### src/design/lsi_pkg.sv
// Package for the Laplace symbol interval block: field widths, constants and
// the structs passed between the divider cells, the decay unit and the top level.
// No dependencies.
`default_nettype none

package lsi_pkg;

    localparam int SYM_W       = 9;
    localparam int DECAY_W     = 14;
    localparam int LOW_W       = 31;
    localparam int SIZE_W      = 16;
    localparam int TOTAL_W     = 31;
    localparam int S_TDATA_W   = 24;
    localparam int M_TDATA_W   = 80;
    localparam int DIVISOR_W   = 15;
    localparam int REM_W       = 15;
    localparam int QUO_W       = 31;
    localparam int ACC_W       = 32;
    localparam int FRAC_BITS   = 14;

    localparam int DEFAULT_MAX_MAGNITUDE = 255;

    localparam logic [DIVISOR_W-1:0] ONE_Q14    = 15'd16384;
    localparam logic [SIZE_W-1:0]    HALF_RANGE = 16'd32768;
    localparam logic [QUO_W-1:0]     DIVIDEND   = 31'h4000_0000;

    typedef struct packed {
        logic                 valid;
        logic [REM_W-1:0]     rem;
        logic [QUO_W-1:0]     quo;
        logic [DIVISOR_W-1:0] divisor;
    } lsi_div_t;

    typedef struct packed {
        logic               neg;
        logic [SYM_W-1:0]   mag;
        logic [DECAY_W-1:0] decay;
    } lsi_job_t;

    typedef struct packed {
        logic              done;
        logic [LOW_W-1:0]  cum_low;
        logic [SIZE_W-1:0] interval_size;
    } lsi_loop_res_t;

endpackage

`default_nettype wire

### src/design/lsi_div_cell.sv
// One cell of the divider chain: a single restoring division step per cycle.
// Depends on lsi_pkg.
`default_nettype none

module lsi_div_cell
    import lsi_pkg::*;
(
    input  wire logic     clk,
    input  wire logic     rst_n,
    input  wire logic     dividend_bit,
    input  wire lsi_div_t prev,
    output lsi_div_t      next
);

    logic                 valid_reg;
    logic [REM_W-1:0]     rem_reg;
    logic [QUO_W-1:0]     quo_reg;
    logic [DIVISOR_W-1:0] divisor_reg;

    logic [REM_W:0]   trial;
    logic             fits;
    logic [REM_W-1:0] rem_next;
    logic [QUO_W-1:0] quo_next;

    always_comb
    begin
        trial    = {prev.rem, dividend_bit};
        fits     = trial >= {1'b0, prev.divisor};
        rem_next = fits ? REM_W'(trial - {1'b0, prev.divisor}) : REM_W'(trial);
        quo_next = {prev.quo[QUO_W-2:0], fits};
    end

    always_ff @(posedge clk or negedge rst_n)
    begin
        if (!rst_n)
        begin
            valid_reg <= 1'b0;
        end
        else
        begin
            valid_reg <= prev.valid;
        end
    end

    always_ff @(posedge clk)
    begin
        rem_reg     <= rem_next;
        quo_reg     <= quo_next;
        divisor_reg <= prev.divisor;
    end

    assign next.valid   = valid_reg;
    assign next.rem     = rem_reg;
    assign next.quo     = quo_reg;
    assign next.divisor = divisor_reg;

endmodule

`default_nettype wire

### src/design/lsi_decay_unit.sv
// Decay loop: one multiply-shift step of the interval width per unit of
// magnitude, then clipping and the sign correction. Depends on lsi_pkg.
`default_nettype none

module lsi_decay_unit
    import lsi_pkg::*;
#(
    parameter int MAX_MAGNITUDE = DEFAULT_MAX_MAGNITUDE
)
(
    input  wire logic     clk,
    input  wire logic     rst_n,
    input  wire logic     start,
    input  wire lsi_job_t job,
    output lsi_loop_res_t res
);

    localparam int CNT_W = $clog2(MAX_MAGNITUDE + 1);

    logic                    busy_reg, busy_next;
    logic                    done_reg, done_next;
    logic [CNT_W-1:0]        cnt_reg, cnt_next;
    logic signed [ACC_W-1:0] low_reg, low_next;
    logic [SIZE_W-1:0]       width_reg, width_next;
    logic [DECAY_W-1:0]      decay_reg, decay_next;
    logic                    neg_reg, neg_next;

    logic [SIZE_W+DECAY_W-1:0] prod;
    logic signed [ACC_W-1:0]   low_clip;
    logic [CNT_W-1:0]          mag_sat;

    assign prod     = (SIZE_W+DECAY_W)'(width_reg) * (SIZE_W+DECAY_W)'(decay_reg);
    assign low_clip = low_reg[ACC_W-1] ? '0 : low_reg;
    assign mag_sat  = (32'(job.mag) > 32'(MAX_MAGNITUDE)) ? CNT_W'(MAX_MAGNITUDE)
                                                          : CNT_W'(job.mag);

    always_comb
    begin
        busy_next  = busy_reg;
        done_next  = done_reg;
        cnt_next   = cnt_reg;
        low_next   = low_reg;
        width_next = width_reg;
        decay_next = decay_reg;
        neg_next   = neg_reg;
        if (start)
        begin
            busy_next  = 1'b1;
            done_next  = 1'b0;
            cnt_next   = mag_sat;
            low_next   = -$signed(ACC_W'(HALF_RANGE));
            width_next = HALF_RANGE;
            decay_next = job.decay;
            neg_next   = job.neg;
        end
        else if (busy_reg)
        begin
            if (cnt_reg != '0)
            begin
                low_next   = low_reg + $signed(ACC_W'({width_reg, 1'b0}));
                width_next = prod[FRAC_BITS +: SIZE_W];
                cnt_next   = cnt_reg - CNT_W'(1);
            end
            else
            begin
                busy_next = 1'b0;
                done_next = 1'b1;
                low_next  = neg_reg ? low_clip + $signed(ACC_W'(width_reg)) : low_clip;
            end
        end
    end

    always_ff @(posedge clk or negedge rst_n)
    begin
        if (!rst_n)
        begin
            busy_reg <= 1'b0;
            done_reg <= 1'b0;
        end
        else
        begin
            busy_reg <= busy_next;
            done_reg <= done_next;
        end
    end

    always_ff @(posedge clk)
    begin
        cnt_reg   <= cnt_next;
        low_reg   <= low_next;
        width_reg <= width_next;
        decay_reg <= decay_next;
        neg_reg   <= neg_next;
    end

    assign res.done          = done_reg;
    assign res.cum_low       = LOW_W'(low_reg);
    assign res.interval_size = width_reg;

endmodule

`default_nettype wire

### src/design/laplace_symbol_interval.sv
// A result needs both the total from the divider chain of 31 cells and the
// interval from the multiply-shift loop, one step per unit of magnitude.
// One item is in work at a time: the next is taken only once the last result
// is in the output register. The finished result sits there until taken.
// Reset (rst_n, asynchronous, active low) empties the chain and the output.
// Top level; depends on lsi_pkg, lsi_div_cell and lsi_decay_unit.
`default_nettype none

module laplace_symbol_interval
    import lsi_pkg::*;
#(
    parameter int MAX_MAGNITUDE = DEFAULT_MAX_MAGNITUDE
)
(
    input  wire logic                 clk,
    input  wire logic                 rst_n,
    input  wire logic                 s_tvalid,
    output logic                      s_tready,
    // symbol_value [8:0], decay_q14 [22:9], zero [23]
    input  wire logic [S_TDATA_W-1:0] s_tdata,
    output logic                      m_tvalid,
    input  wire logic                 m_tready,
    // cum_low [30:0], interval_size [46:31], freq_total [77:47], zero [79:78]
    output logic [M_TDATA_W-1:0]      m_tdata
);

    typedef enum logic [1:0] {
        ST_IDLE = 2'b01,
        ST_BUSY = 2'b10
    } state_t;

    state_t state_reg, state_next;

    logic                   total_valid_reg, total_valid_next;
    logic [TOTAL_W-1:0]     total_reg, total_next;
    logic                   m_tvalid_reg, m_tvalid_next;
    logic [M_TDATA_W-1:0]   m_tdata_reg, m_tdata_next;

    logic                   accept;
    logic                   finish;
    logic [SYM_W-1:0]       sym;
    logic [DECAY_W-1:0]     decay;
    lsi_job_t               job;
    lsi_loop_res_t          loop_res;
    lsi_div_t               chain [0:QUO_W];

    assign sym      = s_tdata[SYM_W-1:0];
    assign decay    = s_tdata[SYM_W +: DECAY_W];
    assign s_tready = (state_reg == ST_IDLE);
    assign accept   = s_tvalid && s_tready;

    assign job.neg   = sym[SYM_W-1];
    assign job.mag   = sym[SYM_W-1] ? SYM_W'(-sym) : sym;
    assign job.decay = decay;

    assign chain[0].valid   = accept;
    assign chain[0].rem     = '0;
    assign chain[0].quo     = '0;
    assign chain[0].divisor = ONE_Q14 - DIVISOR_W'(decay);

    for (genvar i = 0; i < QUO_W; i++)
    begin : g_cell
        lsi_div_cell u_cell (
            .clk          (clk),
            .rst_n        (rst_n),
            .dividend_bit (DIVIDEND[QUO_W-1-i]),
            .prev         (chain[i]),
            .next         (chain[i+1])
        );
    end

    lsi_decay_unit #(
        .MAX_MAGNITUDE (MAX_MAGNITUDE)
    ) u_decay (
        .clk   (clk),
        .rst_n (rst_n),
        .start (accept),
        .job   (job),
        .res   (loop_res)
    );

    assign finish = (state_reg == ST_BUSY) && loop_res.done && total_valid_reg
                    && (!m_tvalid_reg || m_tready);

    always_comb
    begin
        state_next       = state_reg;
        total_valid_next = total_valid_reg;
        total_next       = total_reg;
        m_tvalid_next    = m_tvalid_reg;
        m_tdata_next     = m_tdata_reg;

        if (m_tvalid_reg && m_tready)
        begin
            m_tvalid_next = 1'b0;
        end
        if (chain[QUO_W].valid)
        begin
            total_valid_next = 1'b1;
            total_next       = chain[QUO_W].quo - TOTAL_W'(HALF_RANGE) + TOTAL_W'(1);
        end

        unique case (state_reg)
            ST_IDLE:
            begin
                if (accept)
                begin
                    total_valid_next = 1'b0;
                    state_next       = ST_BUSY;
                end
            end
            ST_BUSY:
            begin
                if (finish)
                begin
                    m_tvalid_next = 1'b1;
                    m_tdata_next  = {2'b00, total_reg, loop_res.interval_size,
                                     loop_res.cum_low};
                    state_next    = ST_IDLE;
                end
            end
            default:
            begin
                state_next = ST_IDLE;
            end
        endcase
    end

    always_ff @(posedge clk or negedge rst_n)
    begin
        if (!rst_n)
        begin
            state_reg       <= ST_IDLE;
            total_valid_reg <= 1'b0;
            m_tvalid_reg    <= 1'b0;
        end
        else
        begin
            state_reg       <= state_next;
            total_valid_reg <= total_valid_next;
            m_tvalid_reg    <= m_tvalid_next;
        end
    end

    always_ff @(posedge clk)
    begin
        total_reg   <= total_next;
        m_tdata_reg <= m_tdata_next;
    end

    assign m_tvalid = m_tvalid_reg;
    assign m_tdata  = m_tdata_reg;

endmodule

`default_nettype wire

### config.mk
export PLATFORM = sky130hd
export DESIGN_NAME = laplace_symbol_interval
export DESIGN_NICKNAME = d
export VERILOG_FILES = /design/src/design/lsi_pkg.sv /design/src/design/lsi_div_cell.sv /design/src/design/lsi_decay_unit.sv /design/src/design/laplace_symbol_interval.sv
export SDC_FILE = /design/constraint.sdc
export NUM_CORES = 2
export LEC_CHECK = 0
export BUFFER_PORTS_ARGS = -buffer_cell sky130_fd_sc_hd__buf_2
export CAP_MARGIN = 0
export CORE_UTILIZATION = 30
export CTS_CLUSTER_SIZE = 14
export DETAILED_ROUTE_END_ITERATION = 8
export GPL_TIMING_DRIVEN = 0
export PLACE_DENSITY = 0.5
export SLEW_MARGIN = 20
export SYNTH_ARGS = -nofsm -noshare
export SYNTH_HDL_FRONTEND = slang
export SYNTH_SLANG_ARGS = --single-unit
### constraint.sdc
create_clock -name clk -period 7 [get_ports clk]
set_input_delay 0.35 -clock clk [delete_from_list [all_inputs] [get_ports clk]]
set_output_delay 0.35 -clock clk [all_outputs]
set_load 0.02 [all_outputs]
Word-level counts from Yosys, hierarchy flattened
Cells that the tools add are included.
- input port bits: 28
- register bits: 1613
- output and inout bits: 82
- logic and storage cells: 305
- reductions and logical operators: 15
- multipliers: 1
- muxes and demuxes: 52
- $lt $le $gt $ge: 32
- equal/unequal tests: 5
- add/sub/neg operators: 37
- operators by type and width (operator ; number):
    >= comparator 16 x 15 -> 1 bit ; 30
    2-to-1 mux 15 bit ; 29
    subtractor 15 bit ; 29
    2-to-1 mux 32 bit ; 2
    adder 32 x 17 -> 32 bit ; 1
    adder 32 x 18 -> 32 bit ; 1
    2-to-1 mux 8 bit ; 4
    adder 31 x 1 -> 31 bit, second input constant ; 1
    2-to-1 mux 31 bit ; 1
    subtractor 31 x 16 -> 31 bit, second input constant ; 1
    multiplier 16 x 14 -> 30 bit ; 1
    >= comparator 1 x 15 -> 1 bit, first input constant ; 1
    subtractor 1 x 15 -> 15 bit, first input constant ; 1
    subtractor 15 x 14 -> 15 bit, first input constant ; 1
    2-to-1 mux 1 bit ; 12
    AND reduction 2 bit ; 5
    > comparator 9 x 8 -> 1 bit, second input constant ; 1
    2-to-1 mux 9 bit ; 1
    negation 9 bit ; 1
    nonzero test 8 bit ; 1
    subtractor 8 x 1 -> 8 bit, second input constant ; 1
    logical AND 1 bit ; 5
    2-to-1 mux 2 bit ; 2
    inequality test 2 bit, second input constant ; 2
    other kinds (7) ; 8

Logic depth before layout (Yosys ltp)
- word-level depth: 6
- depth in mapped cells: 24
- mapped depth without buffers: 23

Cells and area by module
A second synthesis with hierarchy kept.
- cells, all modules: 7965
- area, all modules: 88984.1 µm²
- by module, submodules not included (module ; cells an instance ; area each (µm²) ; times used):
    lsi_div_cell (g_cell[17].u_cell ...) ; 204 ; 2321.0 ; 22
    lsi_div_cell (g_cell[0].u_cell ...) ; 195 ; 2319.7 ; 9
    lsi_decay_unit ; 1451 ; 12562.0 ; 1
    laplace_symbol_interval ; 271 ; 4483.0 ; 1

Worst setup path before layout
Ideal clock, no wire load.
- kind: register to register
- start point: reg u_decay.decay_reg[4]
- end point: reg u_decay.width_reg[11]
- arrival time: 5.722 ns
- library setup time: 0.070 ns
- buffers on the path: 1
- cell stages (with the launch flop): 23
- path slack: 1.207 ns
- cell sequence: edfxtp_1 -> clkbuf_1 -> and2_1 -> fa_1 -> inv_1 -> fa_1 -> inv_1 -> fa_1 -> fa_1 -> fa_1 -> inv_1 -> fa_1 -> inv_1 -> ha_1 -> a21o_1 -> a21o_1 -> a21oi_1 -> o211a_1 -> o21ai_0 -> a311oi_1 -> xnor2_1 -> nand2_1 -> a21oi_1
- longest elaborated chain between the ends: 1
- RTL lines (item ; RTL line ; text):
    start: declaration ; lsi_decay_unit.sv:25 ; logic [DECAY_W-1:0] decay_reg, decay_next;
    start signal: assignment ; lsi_decay_unit.sv:92 ; decay_reg <= decay_next;
    multiplier 16 x 14 -> 30 bit ; lsi_decay_unit.sv:32 ; assign prod = (SIZE_W+DECAY_W)'(width_reg) * (SIZE_W+DECAY_W)'(decay_reg);
    end signal: assignment ; lsi_decay_unit.sv:91 ; width_reg <= width_next;
    end: declaration ; lsi_decay_unit.sv:24 ; logic [SIZE_W-1:0] width_reg, width_next;
Every way passes these cells.
A chain may end at the register's enable or synchronous reset.

Worst setup path after layout
Same ends and word-level chain as after synthesis.

==> flow_summary.yaml <==
timing:
  drv_slew: 0
  worstMarginPinSlew_ns: 1.13
  hold_viol: 0
  rsz0062_at_grt: "false"
  finalCriticalPeriod_ns: 6.64
  fin_crit_sh_pct: 94.9
  relSlewSlack_pct: 24.6
  skew_ns: 0.0657
  max_freq_mhz: 151
  finalWorstSetupSlack_ns: 0.360
  setup_viol: 0
placement:
  port_buffers: 106
  placedInstanceArea_sq_mm: 0.0744
  hpwlAfterDp_um: 126000
  gp_congestion: 0.833
  dp_slack_ns: -0.415
clocking:
  cts_made_buffers: 173
  cts_max_level: 4
  worst_skew_pair.late_latency_ns: 0.83
  clockBufferDepth: 3
  cts_root_buffer: "clkbuf_16"
  cts.sinks: 1613
  cts_tree: "done"
  clk_pin_slew_worst_paths_ns: 0.06
worst_setup_path:
  cp_top_family: "adder cells"
  required_ns: 7.69
  slowest_delay_ns: 0.56
  cp_data_arrival_time_ns: 7.33
  cp-start-kind: "flop"
  crit_chain: "clkbuf_2, and2_1, fa_1, inv_1, fa_1, inv_1, fa_1, inv_1, fa_1, inv_1, fa_1, fa_1, ha_1, a21oi_1, nand2_1, o2111ai_1, o211a_1, o21ai_0, a311oi_1, xnor2_1, nand2_1, a21oi_1"
  path_class: "reg -> reg"
  worst_path_max_delay_cell: "edfxtp_1"
  critical_path.endpoint_type: "flop"
  critPathMaxFanout: 10
  cp_common_cell: "fa_1"
  cp.buffers_inverters: 5
hold_path:
  min_path_type: "in -> async"
detailed_routing:
  drc: 0
  avgViaCountPerCell: 4.58
  drt-initial-drc-count: 2420
  dr.pass1.iters: 6
  ant_nets: 0
  vias: 46600
  routedWlPerCell_um: 16.0
  totalWireLength_um: 163000
global_routing:
  grt_util_all_layers_pct: 13.9
  grt_pass1_vias: 47900
  globalRouteMet3Util_pct: 2.43
  antenna_found_initial: 13
  met2_usage_pct: 23.7
  use_met1_pct: 18.0
  grt_pass1_wl_um: 262000
  grt-ovfl-total: 0
  grt_max_degree: 38
  busiest_layer: "met2"
logic_synthesis:
  ys_ff_latch: 1613
  async_flop_share_pct: 2.29
  synthTopCellsByArea: "dfxtp_1 41%, ha_1 10%, edfxtp_1 5.7%"
  netlist_area_sq_mm: 0.0699
  synth_cell_types: 74
  yosysWarnings: 0
  synth.largest_area_cell: "dfxtp_1"
  syn_inst: 6694
  synthFlopType: "dfxtp_1"
  synth.top_cell.area_share_pct: 41.4
  syn_avg_cell_area_sq_um: 10.4
  synth-edff-count: 132
  synth-seq-area-share_pct: 48.3
cells_and_area:
  fillers: 23100
  final_layout_size_suffix_gt1_share_pct: 10.1
  nNetsFinal: 7815
  final_area_sq_mm: 0.0809
  largest_reg_flops: 496
  area_growth_pct: 15.7
  final_common_cell: "dfxtp_1"
  final_cell_mix: "1,430 x dfxtp_1, 741 x inv_1, 578 x ha_1, 565 x a21oi_1, 363 x nor2_1"
floorplan:
  io-pin-count: 110
  coreArea_sq_mm: 0.231
  die_w_um: 485
  fp.dieH_um: 485
  start_util_pct: 30.3
  num_rows: 176
  die-area_sq_mm: 0.235
run_status:
  outcome: "finished, final reports clean"
job:
  drv_cap: 0
## worst register-to-register path: stages (launching register included)
cell       delay (ns)
edfxtp_1         0.56
clkbuf_2         0.29
and2_1           0.24
fa_1             0.55
inv_1            0.06
fa_1             0.53
inv_1            0.05
fa_1             0.50
inv_1            0.05
fa_1             0.47
inv_1            0.05
fa_1             0.50
fa_1             0.50
ha_1             0.36
a21oi_1          0.19
nand2_1          0.07
o2111ai_1        0.28
o211a_1          0.33
o21ai_0          0.22
a311oi_1         0.38
xnor2_1          0.16
nand2_1          0.07
a21oi_1          0.16
## stage by stage
stage | TNS [ns] | utilization (%) | instances | hold slack, ns
after global placement | -69.04 | 32.2 | 9833 | 0.310
after CTS | 0 | 35.0 | 10200 | 0.123
final | 0 | 35.0 | 10200 | 0.161
after floorplan | 0 | - | 6701 | 0.0544
after global routing | 0 | 35.0 | 10200 | 0.188
after detailed placement | -1.55 | 32.2 | 9839 | 0.312
## worst paths after layout
check,startpoint,end,slack (ns),cells past startpoint
max,u_decay.decay_reg[4],u_decay.width_reg[11],0.36,22
min,rst_n,m_tvalid,0.16,2
max reg2reg,u_decay.decay_reg[4],u_decay.width_reg[11],0.36,22
min reg2reg,g_cell[20].u_cell.quo_reg[20],g_cell[21].u_cell.quo_reg[21],0.27,0
max in group asynchronous,rst_n,g_cell[30].u_cell.valid_reg,6.27,2
min in group clk,g_cell[20].u_cell.quo_reg[20],g_cell[21].u_cell.quo_reg[21],0.27,0
## cell usage after synthesis, types with 91 or more instances
cell type,n
a21oi_1,566
nor2_1,363
a21o_1,185
inv_1,741
xnor2_1,336
nor3_1,91
nor2b_1,118
o21ai_0,169
xor2_1,99
clkbuf_1,131
dfxtp_1,1444
nand4_1,110
mux2_2,199
and2_1,147
ha_1,578
fa_1,195
edfxtp_1,132
nand2_1,322
## layer usage
metal,up-vias,part of all wire [%]
met2,799,47
met5,-,0.023
met3,243,4.2
li1,23400,-
met1,22200,46
met4,6,2.3
## cell type report
| class | count | area (sq um) | area share (%) |
|---|---|---|---|
| sequential | 1613 | 33800 | 41.8 |
| multi-input combinational | 4196 | 32800 | 40.5 |
| clock buffer | 229 | 4850 | 6.00 |
| tap | 3026 | 3790 | 4.68 |
| inverter | 741 | 2780 | 3.44 |
| clock inverter | 91 | 1240 | 1.53 |
| timing repair buffer | 143 | 978 | 1.21 |
| buffer | 146 | 602 | 0.744 |
| antenna | 5 | 12.5 | 0.0155 |
## cells by family (layout without fill, tap and decap cells)
kind of cell	after synthesis	after routing	share of synthesized area (%)
multiplexers	223	223	3.55
AND/OR/NAND/NOR	1440	1440	10.3
XOR/XNOR	435	435	5.45
buffers and inverters	892	1350	4.82
other	1	13	0.00536
flip-flops	1613	1613	48.3
AO/OA/AOI/OAI	1317	1317	11.6
adder cells (fa/ha/maj)	773	773	15.9
## timing repair
| action | in CTS | in global routing |
|---|---|---|
| setup buffers | 0 | 5 |
| hold buffers | 26 | 0 |
| endpoints found under the setup margin | 10 | 10 |
| hold endpoints to repair | 76 | 0 |
| resized for setup | 13 | 45 |
Power is left out: the tool's default activity adds up to more than one toggle a clock period on the data nets, which glitch-free logic cannot reach.
